File: src/assert_macros.svh
// Assertion helpers shared by the RTL; clocked on clk, quiet while rst_n is low.
`ifndef ASSERT_MACROS_SVH
`define ASSERT_MACROS_SVH
`ifndef ASSERT_OFF
`define AST_IMP(lbl, ante, cons, msg) \
  lbl: assert property (@(posedge clk) disable iff (!rst_n) (ante) |-> (cons)) else $error(msg);
`define AST_NXT(lbl, ante, cons, msg) \
  lbl: assert property (@(posedge clk) disable iff (!rst_n) (ante) |=> (cons)) else $error(msg);
`else
`define AST_IMP(lbl, ante, cons, msg)
`define AST_NXT(lbl, ante, cons, msg)
`endif
`endif

File: src/ole_pkg.sv
`timescale 1ns / 1ps
package ole_pkg;

  localparam int CAPACITY = 64;
  localparam int ITEM_W   = 32;
  localparam int IDX_W    = $clog2(CAPACITY);
  localparam int CNT_W    = $clog2(CAPACITY + 1);
  localparam int POS_W    = 6;
  localparam int GRP_N    = (CAPACITY + 7) / 8;
  localparam int GRP_IW   = (GRP_N > 1) ? $clog2(GRP_N) : 1;

  typedef logic signed [ITEM_W-1:0] item_t;

  typedef enum logic [1:0] {
    ACT_PUSH   = 2'd0,
    ACT_POP    = 2'd1,
    ACT_FIND   = 2'd2,
    ACT_DEL_AT = 2'd3
  } act_t;

  typedef enum logic [1:0] {
    ST_OK    = 2'd0,
    ST_FULL  = 2'd1,
    ST_EMPTY = 2'd2,
    ST_RANGE = 2'd3
  } status_t;

  typedef struct packed {
    logic             push;
    logic             del;
    logic [POS_W-1:0] del_pos;
    item_t            key;
    logic [CNT_W-1:0] count;
  } cell_ctrl_t;

  typedef struct packed {
    logic             any;
    logic [IDX_W-1:0] idx;
  } find_sel_t;

endpackage

File: src/ole_find.sv
`timescale 1ns / 1ps
module ole_find (
  input  logic                         clk,
  input  logic [ole_pkg::CAPACITY-1:0] hits,
  output ole_pkg::find_sel_t           sel
);
  import ole_pkg::*;

  logic [GRP_N*8-1:0] hit_pad;
  logic [GRP_N-1:0]   grp_any_r;
  logic [2:0]         grp_loc_r [GRP_N];
  logic [GRP_IW-1:0]  grp_sel;

  function automatic logic [2:0] low8(input logic [7:0] v);
    logic [2:0] r;
    r = 3'd0;
    for (int i = 7; i >= 0; i--) begin
      if (v[i]) r = 3'(i);
    end
    return r;
  endfunction

  assign hit_pad = (GRP_N*8)'(hits);

  // first level: one priority pick per group of eight cells
  always_ff @(posedge clk) begin
    for (int g = 0; g < GRP_N; g++) begin
      grp_any_r[g] <= |hit_pad[g*8 +: 8];
      grp_loc_r[g] <= low8(hit_pad[g*8 +: 8]);
    end
  end

  always_comb begin
    grp_sel = '0;
    for (int g = GRP_N - 1; g >= 0; g--) begin
      if (grp_any_r[g]) grp_sel = GRP_IW'(g);
    end
    sel.any = |grp_any_r;
    sel.idx = IDX_W'({grp_sel, grp_loc_r[grp_sel]});
  end

endmodule
File: config.mk
export PLATFORM = sky130hd
export DESIGN_NAME = ole_find
export DESIGN_NICKNAME = d
export VERILOG_FILES = /design/src/assert_macros.svh /design/src/ole_pkg.sv /design/src/ole_find.sv
export SDC_FILE = /design/constraint.sdc
export NUM_CORES = 1
export LEC_CHECK = 0
export ABC_AREA = 1
export BUFFER_PORTS_ARGS = -buffer_cell sky130_fd_sc_hd__buf_2
export CAP_MARGIN = 20
export CORE_ASPECT_RATIO = 0.9
export CORE_UTILIZATION = 48
export DETAILED_ROUTE_END_ITERATION = 6
export PLACE_DENSITY = 0.77
export SYNTH_ARGS = -nofsm -noshare
export SYNTH_HDL_FRONTEND = slang
export SYNTH_SLANG_ARGS = --single-unit
File: constraint.sdc
create_clock -name clk -period 1.75 [get_ports clk]
set_clock_uncertainty 0.1 [all_clocks]
set_input_delay 0.0875 -clock clk [delete_from_list [all_inputs] [get_ports clk]]
set_output_delay 0.0875 -clock clk [all_outputs]
set_load 0.01 [all_outputs]
==> results.toml <==
[sta]
hold-worst-slack_ps = 16.20
setup_slack_ps = -101.1
tightest_slew_ps = 308.4
hold_viol = 0
fmax_ghz = 0.5402
fin_crit_sh = 1.058
slew_violations = 0
slew_headroom = 0.7928
min_period_ps = 1851
rsz0062_at_grt = "yes"
final-setup-viol-count = 3
setup_tns_ps = -209.9

[setup_path]
cp.required_ps = 1560
slowest_stage = "dfxtp_1"
path_cells = "inv_2, nand2_2, nor3_2, inv_1, nor2_4, inv_1, nand2_1, nand2_1, buf_2"
arrival_ps = 1660
crit_type = "reg -> out"
critPathMaxFanout = 5
path_buf_inv = 4
slowest_delay_ps = 300
critPathLaunch = "grp_any_r[1]"
setup.worst_path.start_class = "flip-flop"
crit_path_end_kind = "output pin"
crit_path_end = "sel[2]"
crit_cells = 9
crit_family = "simple AND/OR/NAND/NOR gates"

[hold_path]
hold_path_class = "in -> reg"

[layout]
fin_util = 0.8825
drive_gt1_frac = 0.3483
fin_cells = 446
syn_to_final_growth_pct = 72.84
nFillCells = 180
multi_input_area_mm2 = 0.001066
ff_latch_area_um2 = 644.4
final_cell_mix = "71 x buf_2, 57 x dlygate4sd3_1, 55 x inv_1"
nets = 466
antenna_cells = 0
final_common_cell = "buf_2"

[placement]
dp_cells = 377
dpl.hpwl_mm = 2.819
finalWeightedCongestion = 0.8335
io_buffer_count = 71

[drt]
wl_met3_um = 344
dr_wl_met2_mm = 2.859
wirelength_mm = 5.634
drt_iter0_markers = 106
vias_per_cell = 5.047
post-route-drc-count = 0
vias = 2251
dr.pass1.iters = 4
top_layer = "met4"
ant_nets = 0
wl_per_cell_um = 12.63
drt-met1-wl_mm = 2.275

[global_route]
grt_first_pass_wirelength_mm = 8.142
first_global_vias = 2043
overflow = 0
antenna_found_initial = 0
grt_max_degree = 15
track_usage = 0.2786

[logic_synthesis]
avgSynthCellArea_um2 = 6.630
yosys_warnings = 0
synthesis.nets = 329
synth_cells = 264
yosysUniqueCellTypes = 19
synth_area_mm2 = 0.001750
ys_ff_latch = 32
seq_area_frac_synth = 0.3660

[power]
design_power_total_w = 0.001693
p_leak_nw = 1.481
ir_drop_mv = 0.4315
power.density_mw_per_mm2 = 559.6

[floorplan]
fp.dieH_um = 59.29
rows = 20
initial_core_util = 0.5106
core_mm2 = 0.003428
die_w_um = 65.66
ios = 72
die-area_mm2 = 0.003893

[clocking]
cts.clk_slew.worst_paths_ps = 60
cts_tree = "done"
htreeDepth = 2
cts_buffer_depth = 2
root_buffer = "clkbuf_8"
cts.sinks = 32
cts_buffers = 5

[job]
cap_violations = 0

[run_status]
violations = "setup timing"
status = "complete, but fails checks"
flip-flops by register name, indices dropped and copies added, names as in the netlist:
signal / count
grp_any_r: 8
grp_loc_r: 24
how the worst min path moves through the flow:
stage / cells past startpoint / startpoint / endpoint
after global placement: 2 / hits[16] / grp_loc_r[2][0]
after detailed placement: 2 / hits[16] / grp_loc_r[2][0]
after global routing: 3 / hits[41] / grp_loc_r[5][1]
after CTS: 3 / hits[49] / grp_loc_r[6][1]
final: 3 / hits[41] / grp_loc_r[5][1]
after floorplan: 1 / hits[0] / grp_loc_r[0][0]
repair_timing:
item                                    in CTS  in global routing
endpoints found under the setup margin       3                 12
hold buffers                                63                  0
pin swaps                                    8                  8
gates resized for setup                     16                 25
gates cloned                                 2                  0
buffers inserted                             2                  0
hold endpoints to repair                    32                  0
kinds of logic after synthesis:
logic type,synth area share
and+or+nand+nor,0.3660
buffers and inverters,0.1415
DFF,0.3660
AOI/OAI and AO/OA,0.1265
synth_stat cells:
| cell | n | area, µm² |
|---|---|---|
| nand2_2 | 7 | 43.79 |
| buf_6 | 2 | 22.52 |
| nor3_1 | 17 | 85.08 |
| nand2_1 | 35 | 131.4 |
| nor2_1 | 16 | 60.06 |
| nor4_1 | 8 | 50.05 |
| or2_2 | 16 | 100.1 |
| nor3_2 | 1 | 10.01 |
| or2_1 | 1 | 6.260 |
| inv_1 | 57 | 214.0 |
| a21oi_1 | 32 | 160.2 |
| nor2_2 | 1 | 6.260 |
| dfxtp_1 | 32 | 640.6 |
| nand2_4 | 2 | 22.52 |
| clkbuf_1 | 1 | 3.750 |
| nand3_1 | 25 | 125.1 |
| a31oi_4 | 1 | 21.27 |
| inv_2 | 2 | 7.510 |
| o21ai_0 | 8 | 40.04 |
power breakdown:
group	total, W	internal (W)	switching (W)
Sequential	0.000766	0.000758	0.00000819
Combinational	0.000357	0.000197	0.000160
Clock	0.000570	0.000320	0.000250
Total	0.00169	0.00127	0.000418
through the flow:
stage / worst slack (ps) / cell area, µm²
after global placement: 220.8 / 2142
after detailed placement: 199.3 / 2142
final: -101.1 / 3025
after floorplan: 413.9 / 1750
after CTS: -26.54 / 2962
after global routing: -205.1 / 3025
layer usage:
metal  vias to the layer above  GRT usage
met2                       102     0.5408
li1                       1121          -
met1                      1009     0.2771
met4                         0     0.1366
met3                        19    0.05769
met5                         -    0.02778
final cells by class:
type | instances | share of cell area
Multi-Input combinational cell | 172 | 0.3524
Sequential cell | 32 | 0.2130
Inverter | 59 | 0.07320
Clock buffer | 8 | 0.02978
Timing Repair Buffer | 131 | 0.3135
Tap cell | 44 | 0.01820
(Power assumes the default switching activity.)
