`config.mk`:
```
export PLATFORM = sky130hd
export DESIGN_NAME = ole_cell
export DESIGN_NICKNAME = d
export VERILOG_FILES = /design/src/assert_macros.svh /design/src/ole_pkg.sv /design/src/ole_cell.sv
export SDC_FILE = /design/constraint.sdc
export NUM_CORES = 1
export LEC_CHECK = 0
export ABC_AREA = 1
export BUFFER_PORTS_ARGS = -buffer_cell sky130_fd_sc_hd__buf_2
export CELL_PAD_IN_SITES_DETAIL_PLACEMENT = 0
export CELL_PAD_IN_SITES_GLOBAL_PLACEMENT = 2
export CORE_ASPECT_RATIO = 1.2
export CORE_MARGIN = 3
export CORE_UTILIZATION = 22
export DETAILED_ROUTE_END_ITERATION = 10
export MAX_ROUTING_LAYER = met4
export PLACE_DENSITY_LB_ADDON = 0.1
export RECOVER_POWER = 100
export SLEW_MARGIN = 20
export SYNTH_ARGS = -nofsm -noshare
export SYNTH_HDL_FRONTEND = slang
export SYNTH_SLANG_ARGS = --single-unit
```
`constraint.sdc`:
```
create_clock -name clk -period 3.4 [get_ports clk]
set_input_delay 0.68 -clock clk [delete_from_list [all_inputs] [get_ports clk]]
set_output_delay 0.68 -clock clk [all_outputs]
set_load 0.01 [all_outputs]
```
`src/assert_macros.svh`:
```
// Assertion helpers shared by the RTL; clocked on clk, quiet while rst_n is low.
`ifndef ASSERT_MACROS_SVH
`define ASSERT_MACROS_SVH
`ifndef ASSERT_OFF
`define AST_IMP(lbl, ante, cons, msg) \
  lbl: assert property (@(posedge clk) disable iff (!rst_n) (ante) |-> (cons)) else $error(msg);
`define AST_NXT(lbl, ante, cons, msg) \
  lbl: assert property (@(posedge clk) disable iff (!rst_n) (ante) |=> (cons)) else $error(msg);
`else
`define AST_IMP(lbl, ante, cons, msg)
`define AST_NXT(lbl, ante, cons, msg)
`endif
`endif

```
`src/ole_pkg.sv`:
```
`timescale 1ns / 1ps
package ole_pkg;

  localparam int CAPACITY = 64;
  localparam int ITEM_W   = 32;
  localparam int IDX_W    = $clog2(CAPACITY);
  localparam int CNT_W    = $clog2(CAPACITY + 1);
  localparam int POS_W    = 6;
  localparam int GRP_N    = (CAPACITY + 7) / 8;
  localparam int GRP_IW   = (GRP_N > 1) ? $clog2(GRP_N) : 1;

  typedef logic signed [ITEM_W-1:0] item_t;

  typedef enum logic [1:0] {
    ACT_PUSH   = 2'd0,
    ACT_POP    = 2'd1,
    ACT_FIND   = 2'd2,
    ACT_DEL_AT = 2'd3
  } act_t;

  typedef enum logic [1:0] {
    ST_OK    = 2'd0,
    ST_FULL  = 2'd1,
    ST_EMPTY = 2'd2,
    ST_RANGE = 2'd3
  } status_t;

  typedef struct packed {
    logic             push;
    logic             del;
    logic [POS_W-1:0] del_pos;
    item_t            key;
    logic [CNT_W-1:0] count;
  } cell_ctrl_t;

  typedef struct packed {
    logic             any;
    logic [IDX_W-1:0] idx;
  } find_sel_t;

endpackage

```
`src/ole_cell.sv`:
```
`timescale 1ns / 1ps
module ole_cell (
  input  logic                     clk,
  input  logic [ole_pkg::IDX_W-1:0] idx,
  input  ole_pkg::cell_ctrl_t      ctrl,
  input  ole_pkg::item_t           left_val,
  input  ole_pkg::item_t           right_val,
  output ole_pkg::item_t           val,
  output logic                     hit
);
  import ole_pkg::*;

  item_t val_r, val_nxt;
  logic  hit_r, hit_nxt;

  always_comb begin
    val_nxt = val_r;
    if (ctrl.push) begin
      val_nxt = left_val;
    end else if (ctrl.del && (32'(idx) >= 32'(ctrl.del_pos))) begin
      val_nxt = right_val;
    end
    hit_nxt = (val_r == ctrl.key) && (32'(idx) < 32'(ctrl.count));
  end

  always_ff @(posedge clk) begin
    val_r <= val_nxt;
    hit_r <= hit_nxt;
  end

  assign val = val_r;
  assign hit = hit_r;

endmodule

```
==> summary.log, run 1 <==
INFO  clocking       cts_resized=0
INFO  logic_synthesis synth.yosys.seq_area_share=0.415
INFO  clocking       clk-insertion-delay-late=0.27ns
INFO  clocking       cts.sink_count=33
INFO  place          place_hpwl=5.97mm
INFO  detailed_routing detailed_route_iter0_violations=60
INFO  die            fp-row-count=40
INFO  sta            post-route-period-util=0.665
INFO  global_route   maximum_number_of_pins_on_one_net_before_global_route_repair=33
INFO  clocking       cts.hold.buffers_added=0
INFO  place          place.port_buffers=150
INFO  logic_synthesis synth-seq-cells=33
INFO  sta            timing.slew.headroom=-0.0332
INFO  detailed_routing totalWireLength=7.38mm
INFO  critical_path  critPathKind=in2reg
INFO  sta            timing.final.hold_violations=0
INFO  critical_path  critical_path.max_fanout=32
INFO  detailed_routing drt_pass1_iterations=4
INFO  pwr            leakage=1.96nW
INFO  sta            worst_pin_slew=1.55ns
INFO  global_route   grt_usage=0.124
INFO  detailed_routing wl_cell=11.6µm
INFO  logic_synthesis synthesis.nets=487
INFO  logic_synthesis post_synth_edffs=32
INFO  die            design.portCount=151
INFO  clocking       clk_pin_slew=0.05ns
INFO  sta            maxClockFrequency=442MHz
INFO  detailed_routing drtAntennaViolNets=0
INFO  logic_synthesis synth_area_leaders=edfxtp_1 (41%), nand2_1 (31%), inv_1 (11%), ha_1 (5.8%), nor2_1 (3.8%)
INFO  logic_synthesis yosysTopAreaCellShare=0.407
INFO  cells_and_area multiInputGateArea=1070µm²
INFO  cells_and_area finish.net_count=639
INFO  status         failed_checks=capacitance limit, slew limit
INFO  die            core-area=10300µm²
INFO  critical_path  endpoint_kind=register
INFO  critical_path  critPathRequiredTime=3.29ns
INFO  worst_hold_path min_path_type=in2reg
INFO  cells_and_area syn_to_final_growth=40.5%
INFO  clocking       clockRootBuffer=clkbuf_16
INFO  detailed_routing detail_route.drc_violations=0
INFO  critical_path  worst_setup_sp_type=input pin
INFO  die            total_die_area=12000µm²
INFO  place          gp_routability_congestion=0.743
INFO  logic_synthesis synth-async-reset-ratio=0
INFO  pwr            power.density_cell_area=387nW/µm²
INFO  logic_synthesis netlist_top_cells_count=nand2_1 (196), inv_1 (69), edfxtp_1 (32)
INFO  critical_path  ff2ff_setup_slack=2.27ns
INFO  logic_synthesis dominant_cell_type_by_area_after_synthesis=edfxtp_1
INFO  detailed_routing routed_via_density=3.95
INFO  clocking       postCtsSetupRepairBufs=0
INFO  status         outcome=complete, but fails checks
INFO  die            dieHeight=120µm
INFO  sta            skew=0.00299ns
INFO  logic_synthesis synth.cell_area=2360µm²
INFO  run            max_cap_violations=1
INFO  sta            final-setup-viol-count=0
INFO  clocking       clock_path_buffers=2
INFO  clocking       tritoncts=built
INFO  place          placed_area=3240µm²
INFO  detailed_routing detailroute.via_count=2514
INFO  cells_and_area count_of_filler_cells_inserted_in_the_layout=1182
INFO  sta            final_period_minus_worst_setup_slack=2.26ns
INFO  cells_and_area finalInstanceArea=3320µm²
INFO  global_route   grt_pass1_wl=11.3mm
INFO  sta            slew_viol_final=33
INFO  global_route   grt_remaining_overflow=0
INFO  logic_synthesis gate_count_of_the_mapped_netlist=358
INFO  clocking       number_of_buffers_created_by_cts=5
INFO  logic_synthesis ys_warn_count=0
INFO  die            start_util=0.230
INFO  sta            finalSetupTns=0ns
INFO  clocking       htree_num_levels=2
INFO  die            die_w=101µm
INFO  global_route   grt_antenna_before_repair=1
INFO  logic_synthesis dominantRegCellSynth=edfxtp_1
INFO  cells_and_area drive_gt1_frac=0.246
INFO  pwr            vdd_drop_max=178µV
INFO  critical_path  crit_arrival=2.15ns
INFO  logic_synthesis synth.distinct_cells=18
INFO  global_route   grt_pass1_vias=2410
INFO  logic_synthesis post-synth-top-count-cell=nand2_1
INFO  logic_synthesis post_synth.cell_area_avg=6.60µm²
INFO  cells_and_area regArea=981µm²
INFO  sta            grt_setup_unrepaired=false
==> layer usage <==
| layer | wire length, µm | GRT usage |
|---|---|---|
| met5 | 0 | - |
| met4 | 88 | 0.0320 |
| met3 | 565 | 0.0297 |
| met2 | 3660 | 0.209 |
| met1 | 3070 | 0.146 |
==> cell usage in the layout (no fill, tap or decap), drive strengths merged <==
master / netlist / routed
dfxtp: 1 / 1
nand3: 3 / 3
o21ai: 3 / 3
nand2: 196 / 196
clkbuf: 0 / 41
inv: 70 / 70
a21oi: 3 / 3
xnor2: 2 / 2
o211ai: 1 / 1
edfxtp: 32 / 32
buf: 7 / 116
clkinv: 0 / 1
a21boi: 1 / 1
nor2: 25 / 25
diode: 0 / 1
nand4: 3 / 3
ha: 11 / 11
==> critical path: stages <==
cell and delay, ns:
buf_2 0.07, inv_1 0.05, ha_1 0.27, inv_1 0.03, a21boi_0 0.15, o21ai_0 0.11, o211ai_1 0.09, nand2_1 0.08
nand2_2 0.61
==> path summary, 6_finish.rpt <==
check,from,cells after the start,to
worst max-delay path,idx[0],9,val[18]
worst min register to register,val[29],5,hit
worst max register to register,val[10],7,hit
worst min-delay path,right_val[10],3,val[10]
==> kinds of logic (layout without fill, tap and decap cells) <==
kind of cell | after synthesis | count (layout) | synth area share
AOI/OAI and AO/OA | 8 | 8 | 0.0191
xor gates and xnor gates | 2 | 2 | 0.00741
adders and majority gates | 11 | 11 | 0.0582
buffers and inverters | 77 | 228 | 0.134
DFF | 33 | 33 | 0.415
other | 0 | 1 | 0
and+or+nand+nor | 227 | 227 | 0.366
==> registers in the layout (all words and copies together), names as in the netlist <==
signal and flops:
hit 1, val 32
==> metrics by stage <==
stage / util / power, mW / std cells / hold slack, ns / setup slack (ns)
2_1_floorplan: - / 0.731 / 358 / 0.687 / 0.969
3_3_place_gp: 0.315 / 0.897 / 629 / 0.711 / 0.855
3_5_place_dp: 0.315 / 0.900 / 629 / 0.712 / 0.774
4_1_cts: 0.328 / 1.33 / 635 / 0.662 / 1.07
5_1_grt: 0.324 / 1.38 / 636 / 0.672 / 0.923
6_report: 0.324 / 1.29 / 636 / 0.666 / 1.14
==> where the power goes <==
part / leakage, nW / internal [mW] / switching, mW / total (mW)
sequential: 0.327 / 0.513 / 0.0378 / 0.550
combinational: 1.57 / 0.134 / 0.186 / 0.320
clock: 0.0655 / 0.261 / 0.155 / 0.416
==> layout make-up <==
type / count / share of cell area
Sequential cell: 33 / 0.295
Antenna cell: 1 / 0.000754
Inverter: 70 / 0.0791
Clock buffer: 5 / 0.0377
Tap cell: 126 / 0.0475
Timing Repair Buffer: 152 / 0.216
Clock inverter: 1 / 0.00151
Multi-Input combinational cell: 248 / 0.322
(Power assumes the default switching activity.)
==> run 2: changes to the inputs <==
--- a/config.mk
+++ b/config.mk
@@ -11,7 +11,7 @@
 export CELL_PAD_IN_SITES_GLOBAL_PLACEMENT = 2
 export CORE_ASPECT_RATIO = 1.2
 export CORE_MARGIN = 3
-export CORE_UTILIZATION = 22
+export CORE_UTILIZATION = 20
 export DETAILED_ROUTE_END_ITERATION = 10
 export MAX_ROUTING_LAYER = met4
 export PLACE_DENSITY_LB_ADDON = 0.1
==> constraint.sdc (replaced) <==
create_clock -name clk -period 2.1 [get_ports clk]
set_input_delay 0.42 -clock clk [delete_from_list [all_inputs] [get_ports clk]]
set_output_delay 0.42 -clock clk [all_outputs]
set_load 0.01 [all_outputs]
==> run 2 against run 1 <==
Against the previous run: the flow now finishes without violations; design area increased by 2.6%; cell count rose by 5.0%; via count is essentially flat; wire length rose by 4.8%; combinational power rose by 67%; sequential power is 61% higher; register-to-register slack worse by 1.4 ns; highest routed layer unchanged; sequential share of layout area shrank 0.74 points; non-clock buffer count grew 3.
==> summary.log, run 2 (synthesis results as in run 1) <==
INFO  place          place.port_buffers=150 [unchanged]
INFO  detailed_routing detailroute.via_count=2515 [was 2514]
INFO  critical_path  critPathRequiredTime=2.08ns [was 3.29 ns]
INFO  cells_and_area final_common_cell=nand2_1 [unchanged]
INFO  critical_path  critical_path.reg2reg.startpoint=val[10] [unchanged]
INFO  critical_path  critical_path.most_common_cell=nand2_1 [was inv_1]
INFO  sta            maxClockFrequency=614MHz
INFO  sta            timing.slew.headroom=0.523 [was -0.0332]
INFO  place          place.detailed.instances=660 [was 629]
INFO  global_route   grt_pass1_vias=2518 [was 2410]
INFO  sta            slew_viol_final=0 [was 33]
INFO  cells_and_area drive_gt1_frac=0.248 [was 0.246]
INFO  detailed_routing totalWireLength=7.74mm [was 7.38 mm]
INFO  worst_hold_path min_path_type=in2reg [unchanged]
INFO  critical_path  timing.critical_path.cells=clkbuf_1 > ha_1 > nand2_1 > nor2_1 > o21ai_0 > o211ai_1 > nand2_1 > nand2_1 > buf_12 [was buf_2 > inv_1 > ha_1 > inv_1 > a21boi_0 > o21ai_0 > o211ai_1 > nand2_1 > nand2_2]
INFO  clocking       htree_num_levels=2 [unchanged]
INFO  global_route   grt_pass1_wl=12.3mm [was 11.3 mm]
INFO  place          gp_routability_congestion=0.738 [was 0.743]
INFO  detailed_routing wl_cell=11.6µm [about the same]
INFO  critical_path  critPathKind=in2reg [unchanged]
INFO  cells_and_area largest_reg_flops=32 [unchanged]
INFO  pwr            power_frac_seq=0.418 [was 0.428]
INFO  clocking       postCtsSetupRepairBufs=0 [unchanged]
INFO  clocking       cts.hold.buffers_added=0 [unchanged]
INFO  pwr            leakage=1.99nW [was 1.96 nW]
INFO  detailed_routing route.top_layer_used=met4 [unchanged]
INFO  clocking       cts.sink_count=33 [unchanged]
INFO  die            core-area=11300µm² [was 10300 µm²]
INFO  detailed_routing drtAntennaViolNets=0 [unchanged]
INFO  clocking       tritoncts=built [unchanged]
INFO  pwr            combPwrFrac=0.252 [was 0.249]
INFO  detailed_routing met2RoutedLength=3.81mm [was 3.66 mm]
INFO  clocking       clk_pin_slew=0.06ns [was 0.05 ns]
INFO  die            fp-row-count=42 [was 40]
INFO  pwr            power.density_cell_area=624nW/µm² [was 387 nW/µm²]
INFO  pwr            switchingPower=0.638mW [was 0.379 mW]
INFO  clocking       clock_path_buffers=2 [unchanged]
INFO  worst_hold_path min_delay_path_depth=3 [unchanged]
INFO  pwr            p_int=1.49mW [was 0.908 mW]
INFO  cells_and_area final_cells=668 [was 636]
INFO  critical_path  endpoint_kind=register [unchanged]
INFO  critical_path  critPathLaunch=idx[5] [was idx[0]]
INFO  sta            worst_pin_slew=0.715ns [was 1.55 ns]
INFO  die            start_util=0.209 [was 0.230]
INFO  die            die_w=105µm [was 101 µm]
INFO  detailed_routing routed-wl-met3=582µm [was 565 µm]
INFO  critical_path  worst-r2r-cell-count=7 [unchanged]
INFO  detailed_routing wl_met1=3.28mm [was 3.07 mm]
INFO  global_route   maximum_number_of_pins_on_one_net_before_global_route_repair=33 [unchanged]
INFO  critical_path  critPathSlowestCell=ha_1 [was nand2_2]
INFO  global_route   grt_antenna_before_repair=1 [unchanged]
INFO  global_route   grt_remaining_overflow=0 [unchanged]
INFO  detailed_routing drt_pass1_iterations=4 [unchanged]
INFO  clocking       number_of_buffers_created_by_cts=5 [unchanged]
INFO  sta            timing.final.hold_violations=0 [unchanged]
INFO  clocking       cts_resized=0 [unchanged]
INFO  die            design.portCount=151 [unchanged]
INFO  critical_path  worst_setup_sp_type=input pin [unchanged]
INFO  cells_and_area utilization=0.301 [was 0.324]
INFO  worst_hold_path min-delay-start=right_val[1] [was right_val[10]]
INFO  pwr            share_clk_of_total_power=0.330 [was 0.324]
INFO  place          place_hpwl=6.44mm [was 5.97 mm]
INFO  place          pre_cts_slack=0.199ns [was 0.774 ns]
INFO  sta            grt_setup_unrepaired=false [unchanged]
INFO  critical_path  critical_path.max_fanout=16 [was 32]
INFO  sta            postLayoutSetupSlackWorst=0.471ns [was 1.14 ns]
INFO  detailed_routing detail_route.drc_violations=0 [unchanged]
INFO  detailed_routing detailed_route_iter0_violations=79 [was 60]
INFO  global_route   grt_usage=0.121 [was 0.124]
INFO  run            max_cap_violations=0 [was 1]
INFO  sta            post-route-period-util=0.775
INFO  status         outcome=complete, no violations [was complete, but fails checks]
INFO  pwr            switching_fraction=0.301 [was 0.294]
INFO  die            total_die_area=13200µm² [was 12000 µm²]
INFO  critical_path  crit_arrival=1.61ns [was 2.15 ns]
INFO  sta            final-setup-viol-count=0 [unchanged]
INFO  sta            final_period_minus_worst_setup_slack=1.63ns
INFO  sta            skew=0.00580ns [was 0.00299 ns]
INFO  clocking       clockRootBuffer=clkbuf_16 [unchanged]
INFO  detailed_routing routed_via_density=3.76 [was 3.95]
INFO  cells_and_area syn_to_final_growth=44.1% [was 40.5%]
INFO  cells_and_area most-common-layout-cells=nand2_1 (196), buf_2 (115), inv_1 (69) [was nand2_1 (195), buf_2 (115), inv_1 (69)]
INFO  pwr            vdd_drop_max=292µV [was 178 µV]
INFO  critical_path  timing.critical_path.slowest_cell_delay=0.29ns [was 0.61 ns]
INFO  clocking       clk-insertion-delay-late=0.27ns [about the same]
INFO  sta            finalSetupTns=0ns [unchanged]
INFO  cells_and_area count_of_filler_cells_inserted_in_the_layout=1294 [was 1182]
INFO  cells_and_area finish.net_count=642 [was 639]
INFO  die            dieHeight=125µm [was 120 µm]
[run 2: cell types whose count changed in the layout (fill, tap and decap cells not counted), sizes merged]
cell and delta:
clkinvlp +1, buf +3
[run 2: metal layers]
layer | track usage | up-vias
li1 | - | 1371
met1 | 0.140 | 1056
met2 | 0.209 | 84
met3 | 0.0330 | 4
met4 | 0.0278 | 0
met5 | - | -
[run 2: cell type report]
type	count	area, µm²	share of cell area
Antenna cell	1	2.50	0.000735
Clock buffer	5	125	0.0367
Clock inverter	2	11.3	0.00331
Inverter	70	263	0.0771
Multi-Input combinational cell	248	1060	0.312
Sequential cell	33	981	0.288
Tap cell	154	193	0.0566
Timing Repair Buffer	155	767	0.225
[run 2: power by group through the flow]
stage / Sequential (mW) / Clock [mW] / Combinational (mW)
4_1_cts: 0.889 / 0.726 / 0.577
2_1_floorplan: 0.936 / 0 / 0.248
3_3_place_gp: 0.902 / 0 / 0.572
6_report: 0.888 / 0.701 / 0.535
5_1_grt: 0.905 / 0.766 / 0.622
3_5_place_dp: 0.902 / 0 / 0.575
[run 2: path summary, 6_finish.rpt]
kind,slack [ns],end
worst min register to register,0.72,hit
worst min-delay path,0.41,val[1]
worst max register to register,0.89,hit
worst max-delay path,0.47,val[28]
[run 2: worst max-delay path, delay by kind of cell]
| family | cells | cell delay, ns |
|---|---|---|
| AOI/OAI and AO/OA | 2 | 0.19 |
| adders and majority gates | 1 | 0.29 |
| buffers and inverters | 2 | 0.29 |
| and+or+nand+nor | 4 | 0.42 |
[run 2: metrics by stage]
| step | power (mW) | hold slack [ns] | cell area, µm² |
|---|---|---|---|
| floorplan | 1.18 | 0.599 | 2370 |
| global placement | 1.47 | 0.687 | 3320 |
| detailed placement | 1.48 | 0.687 | 3320 |
| CTS | 2.19 | 0.401 | 3450 |
| global route | 2.29 | 0.405 | 3410 |
| finish | 2.12 | 0.406 | 3410 |
==> run 3: changes to the inputs <==
--- a/config.mk
+++ b/config.mk
@@ -11,7 +11,7 @@
 export CELL_PAD_IN_SITES_GLOBAL_PLACEMENT = 2
 export CORE_ASPECT_RATIO = 1.2
 export CORE_MARGIN = 3
-export CORE_UTILIZATION = 20
+export CORE_UTILIZATION = 18
 export DETAILED_ROUTE_END_ITERATION = 10
 export MAX_ROUTING_LAYER = met4
 export PLACE_DENSITY_LB_ADDON = 0.1
==> constraint.sdc (replaced) <==
create_clock -name clk -period 1.45 [get_ports clk]
set_input_delay 0.29 -clock clk [delete_from_list [all_inputs] [get_ports clk]]
set_output_delay 0.29 -clock clk [all_outputs]
set_load 0.01 [all_outputs]
==> run 3 against run 2 <==
Against the previous run: clock power increased by 48%; critical path depth decreased by 1; combinational power increased by 64%; global-route usage decreased by 0.43 points.
==> summary.log, run 3 (synthesis results as in run 1) <==
INFO  status         outcome=complete, no violations [unchanged]
INFO  sta            post-route-period-util=0.999
INFO  global_route   maximum_number_of_pins_on_one_net_before_global_route_repair=33 [unchanged]
INFO  cells_and_area drive_gt1_frac=0.298 [was 0.248]
INFO  critical_path  worst-r2r-cell-count=7 [unchanged]
INFO  clocking       clock_path_buffers=2 [unchanged]
INFO  place          place.port_buffers=150 [unchanged]
INFO  die            core-area=12700µm² [was 11300 µm²]
INFO  detailed_routing wl_cell=12.2µm [was 11.6 µm]
INFO  clocking       tritoncts=built [unchanged]
INFO  cells_and_area count_of_filler_cells_inserted_in_the_layout=1468 [was 1294]
INFO  cells_and_area utilization=0.291 [was 0.301]
INFO  worst_hold_path min_path_type=in2reg [unchanged]
INFO  sta            timing.slew.headroom=0.620 [was 0.523]
INFO  critical_path  worst_setup_sp_type=input pin [unchanged]
INFO  detailed_routing detailroute.via_count=2549 [was 2515]
INFO  clocking       postCtsSetupRepairBufs=0 [unchanged]
INFO  clocking       cts.sink_count=33 [unchanged]
INFO  clocking       clk-insertion-delay-late=0.28ns [was 0.27 ns]
INFO  die            start_util=0.186 [was 0.209]
INFO  sta            slew_viol_final=0 [unchanged]
INFO  detailed_routing totalWireLength=8.33mm [was 7.74 mm]
INFO  detailed_routing drt_pass1_iterations=6 [was 4]
INFO  sta            postLayoutSetupSlackWorst=0.00120ns [was 0.471 ns]
INFO  sta            final-setup-viol-count=0 [unchanged]
INFO  detailed_routing detail_route.drc_violations=0 [unchanged]
INFO  clocking       clockRootBuffer=clkbuf_16 [unchanged]
INFO  global_route   grt_antenna_before_repair=0 [was 1]
INFO  detailed_routing routed_via_density=3.73 [was 3.76]
INFO  pwr            power.density_cell_area=864nW/µm² [was 624 nW/µm²]
INFO  clocking       cts.hold.buffers_added=0 [unchanged]
INFO  run            max_cap_violations=0 [unchanged]
INFO  die            dieHeight=132µm [was 125 µm]
INFO  critical_path  endpoint_kind=register [unchanged]
INFO  cells_and_area finish.net_count=648 [was 642]
INFO  worst_hold_path min_delay_path_depth=3 [unchanged]
INFO  detailed_routing drtAntennaViolNets=0 [unchanged]
INFO  sta            maxClockFrequency=690MHz
INFO  die            die_w=111µm [was 105 µm]
INFO  pwr            leakage=2.05nW [was 1.99 nW]
INFO  clocking       clk_pin_slew=0.06ns [about the same]
INFO  place          gp_routability_congestion=0.722 [was 0.738]
INFO  cells_and_area antenna-diode-count=0 [was 1]
INFO  cells_and_area largest_reg_flops=32 [unchanged]
INFO  clocking       htree_num_levels=2 [unchanged]
INFO  clocking       number_of_buffers_created_by_cts=5 [unchanged]
INFO  critical_path  crit_arrival=1.42ns [was 1.61 ns]
INFO  sta            worst_pin_slew=0.569ns [was 0.715 ns]
INFO  place          place_hpwl=6.50mm [was 6.44 mm]
INFO  sta            final_period_minus_worst_setup_slack=1.45ns
INFO  cells_and_area syn_to_final_growth=56.6% [was 44.1%]
INFO  critical_path  critPathRequiredTime=1.42ns [was 2.08 ns]
INFO  die            total_die_area=14500µm² [was 13200 µm²]
INFO  sta            skew=0.00626ns [was 0.00580 ns]
INFO  detailed_routing detailed_route_iter0_violations=51 [was 79]
INFO  pwr            power=3.20mW [was 2.12 mW]
INFO  critical_path  critical_path.max_fanout=8 [was 16]
INFO  pwr            vdd_drop_max=345µV [was 292 µV]
INFO  cells_and_area most-common-layout-cells=nand2_1 (192), buf_2 (106), inv_1 (61) [was nand2_1 (196), buf_2 (115), inv_1 (69)]
INFO  place          pre_cts_slack=-0.375ns [was 0.199 ns]
INFO  die            fp-row-count=45 [was 42]
INFO  global_route   grt_usage=0.117 [was 0.121]
INFO  cells_and_area final_common_cell=nand2_1 [unchanged]
INFO  sta            grt_setup_unrepaired=true [was false]
INFO  sta            timing.final.hold_violations=0 [unchanged]
INFO  global_route   grt_pass1_wl=13.0mm [was 12.3 mm]
INFO  die            design.portCount=151 [unchanged]
INFO  global_route   grt_remaining_overflow=0 [unchanged]
INFO  sta            finalSetupTns=0ns [unchanged]
INFO  global_route   grt_pass1_vias=2568 [was 2518]
INFO  critical_path  critPathKind=in2reg [unchanged]
==> run 3: cell count changes in the layout (fill, tap and decap cells not counted), sizes merged <==
cell,previous run,this run
buf,119,125
nand2,196,199
clkbuf,41,40
clkinv,1,0
clkinvlp,1,2
diode,1,0
inv,70,69
==> run 3: worst max-delay path, stage by stage <==
cell,delay (ns)
buf_2,0.11
ha_4,0.26
inv_2,0.03
a21boi_2,0.10
o21ai_1,0.07
o211ai_1,0.15
nand2_4,0.22
nand2_8,0.18
==> run 3: per-stage QoR <==
step                      instances  hold slack, ns  instance area [µm²]
final                           684           0.275                 3700
after detailed placement        673           0.558                 3430
after global routing            684           0.285                 3700
after CTS                       684           0.268                 3710
after global placement          673           0.557                 3430
after floorplan                 358           0.469                 2450
==> run 3: metal layers <==
layer / vias up / share of wire / track usage
met5: - / 0 / -
met4: 0 / 0.010 / 0.0308
met3: 4 / 0.053 / 0.0267
met2: 81 / 0.50 / 0.204
met1: 1079 / 0.44 / 0.135
li1: 1385 / - / -
==> run 3: what timing repair did <==
| action | CTS | global route |
|---|---|---|
| gates cloned | 3 | 0 |
| resized for setup | 20 | 10 |
| endpoints found under the setup margin | 32 | 32 |
| pin swaps | 12 | 7 |
==> run 3: cell type report <==
type                            instances  area (µm²)  area share
Inverter                               70         284      0.0767
Clock inverter                          1        7.51     0.00203
Tap cell                              164         205      0.0554
Sequential cell                        33         981       0.265
Clock buffer                            7         133      0.0358
Timing Repair Buffer                  158         858       0.232
Multi-Input combinational cell        251        1230       0.333
==> run 3: power by group <==
part	leakage, nW	internal (mW)	switching (mW)
registers	0.327	1.20	0.0864
logic	1.66	0.383	0.493
clock network	0.0641	0.638	0.398
==> run 3: path summary, 6_finish.rpt <==
| kind | start | to | slack, ns |
|---|---|---|---|
| hold / removal | right_val[20] | val[20] | 0.28 |
| hold reg to reg | val[31] | hit | 0.72 |
| setup / recovery | ctrl[39] | val[18] | 0.001 |
| setup reg to reg | val[2] | hit | 0.30 |
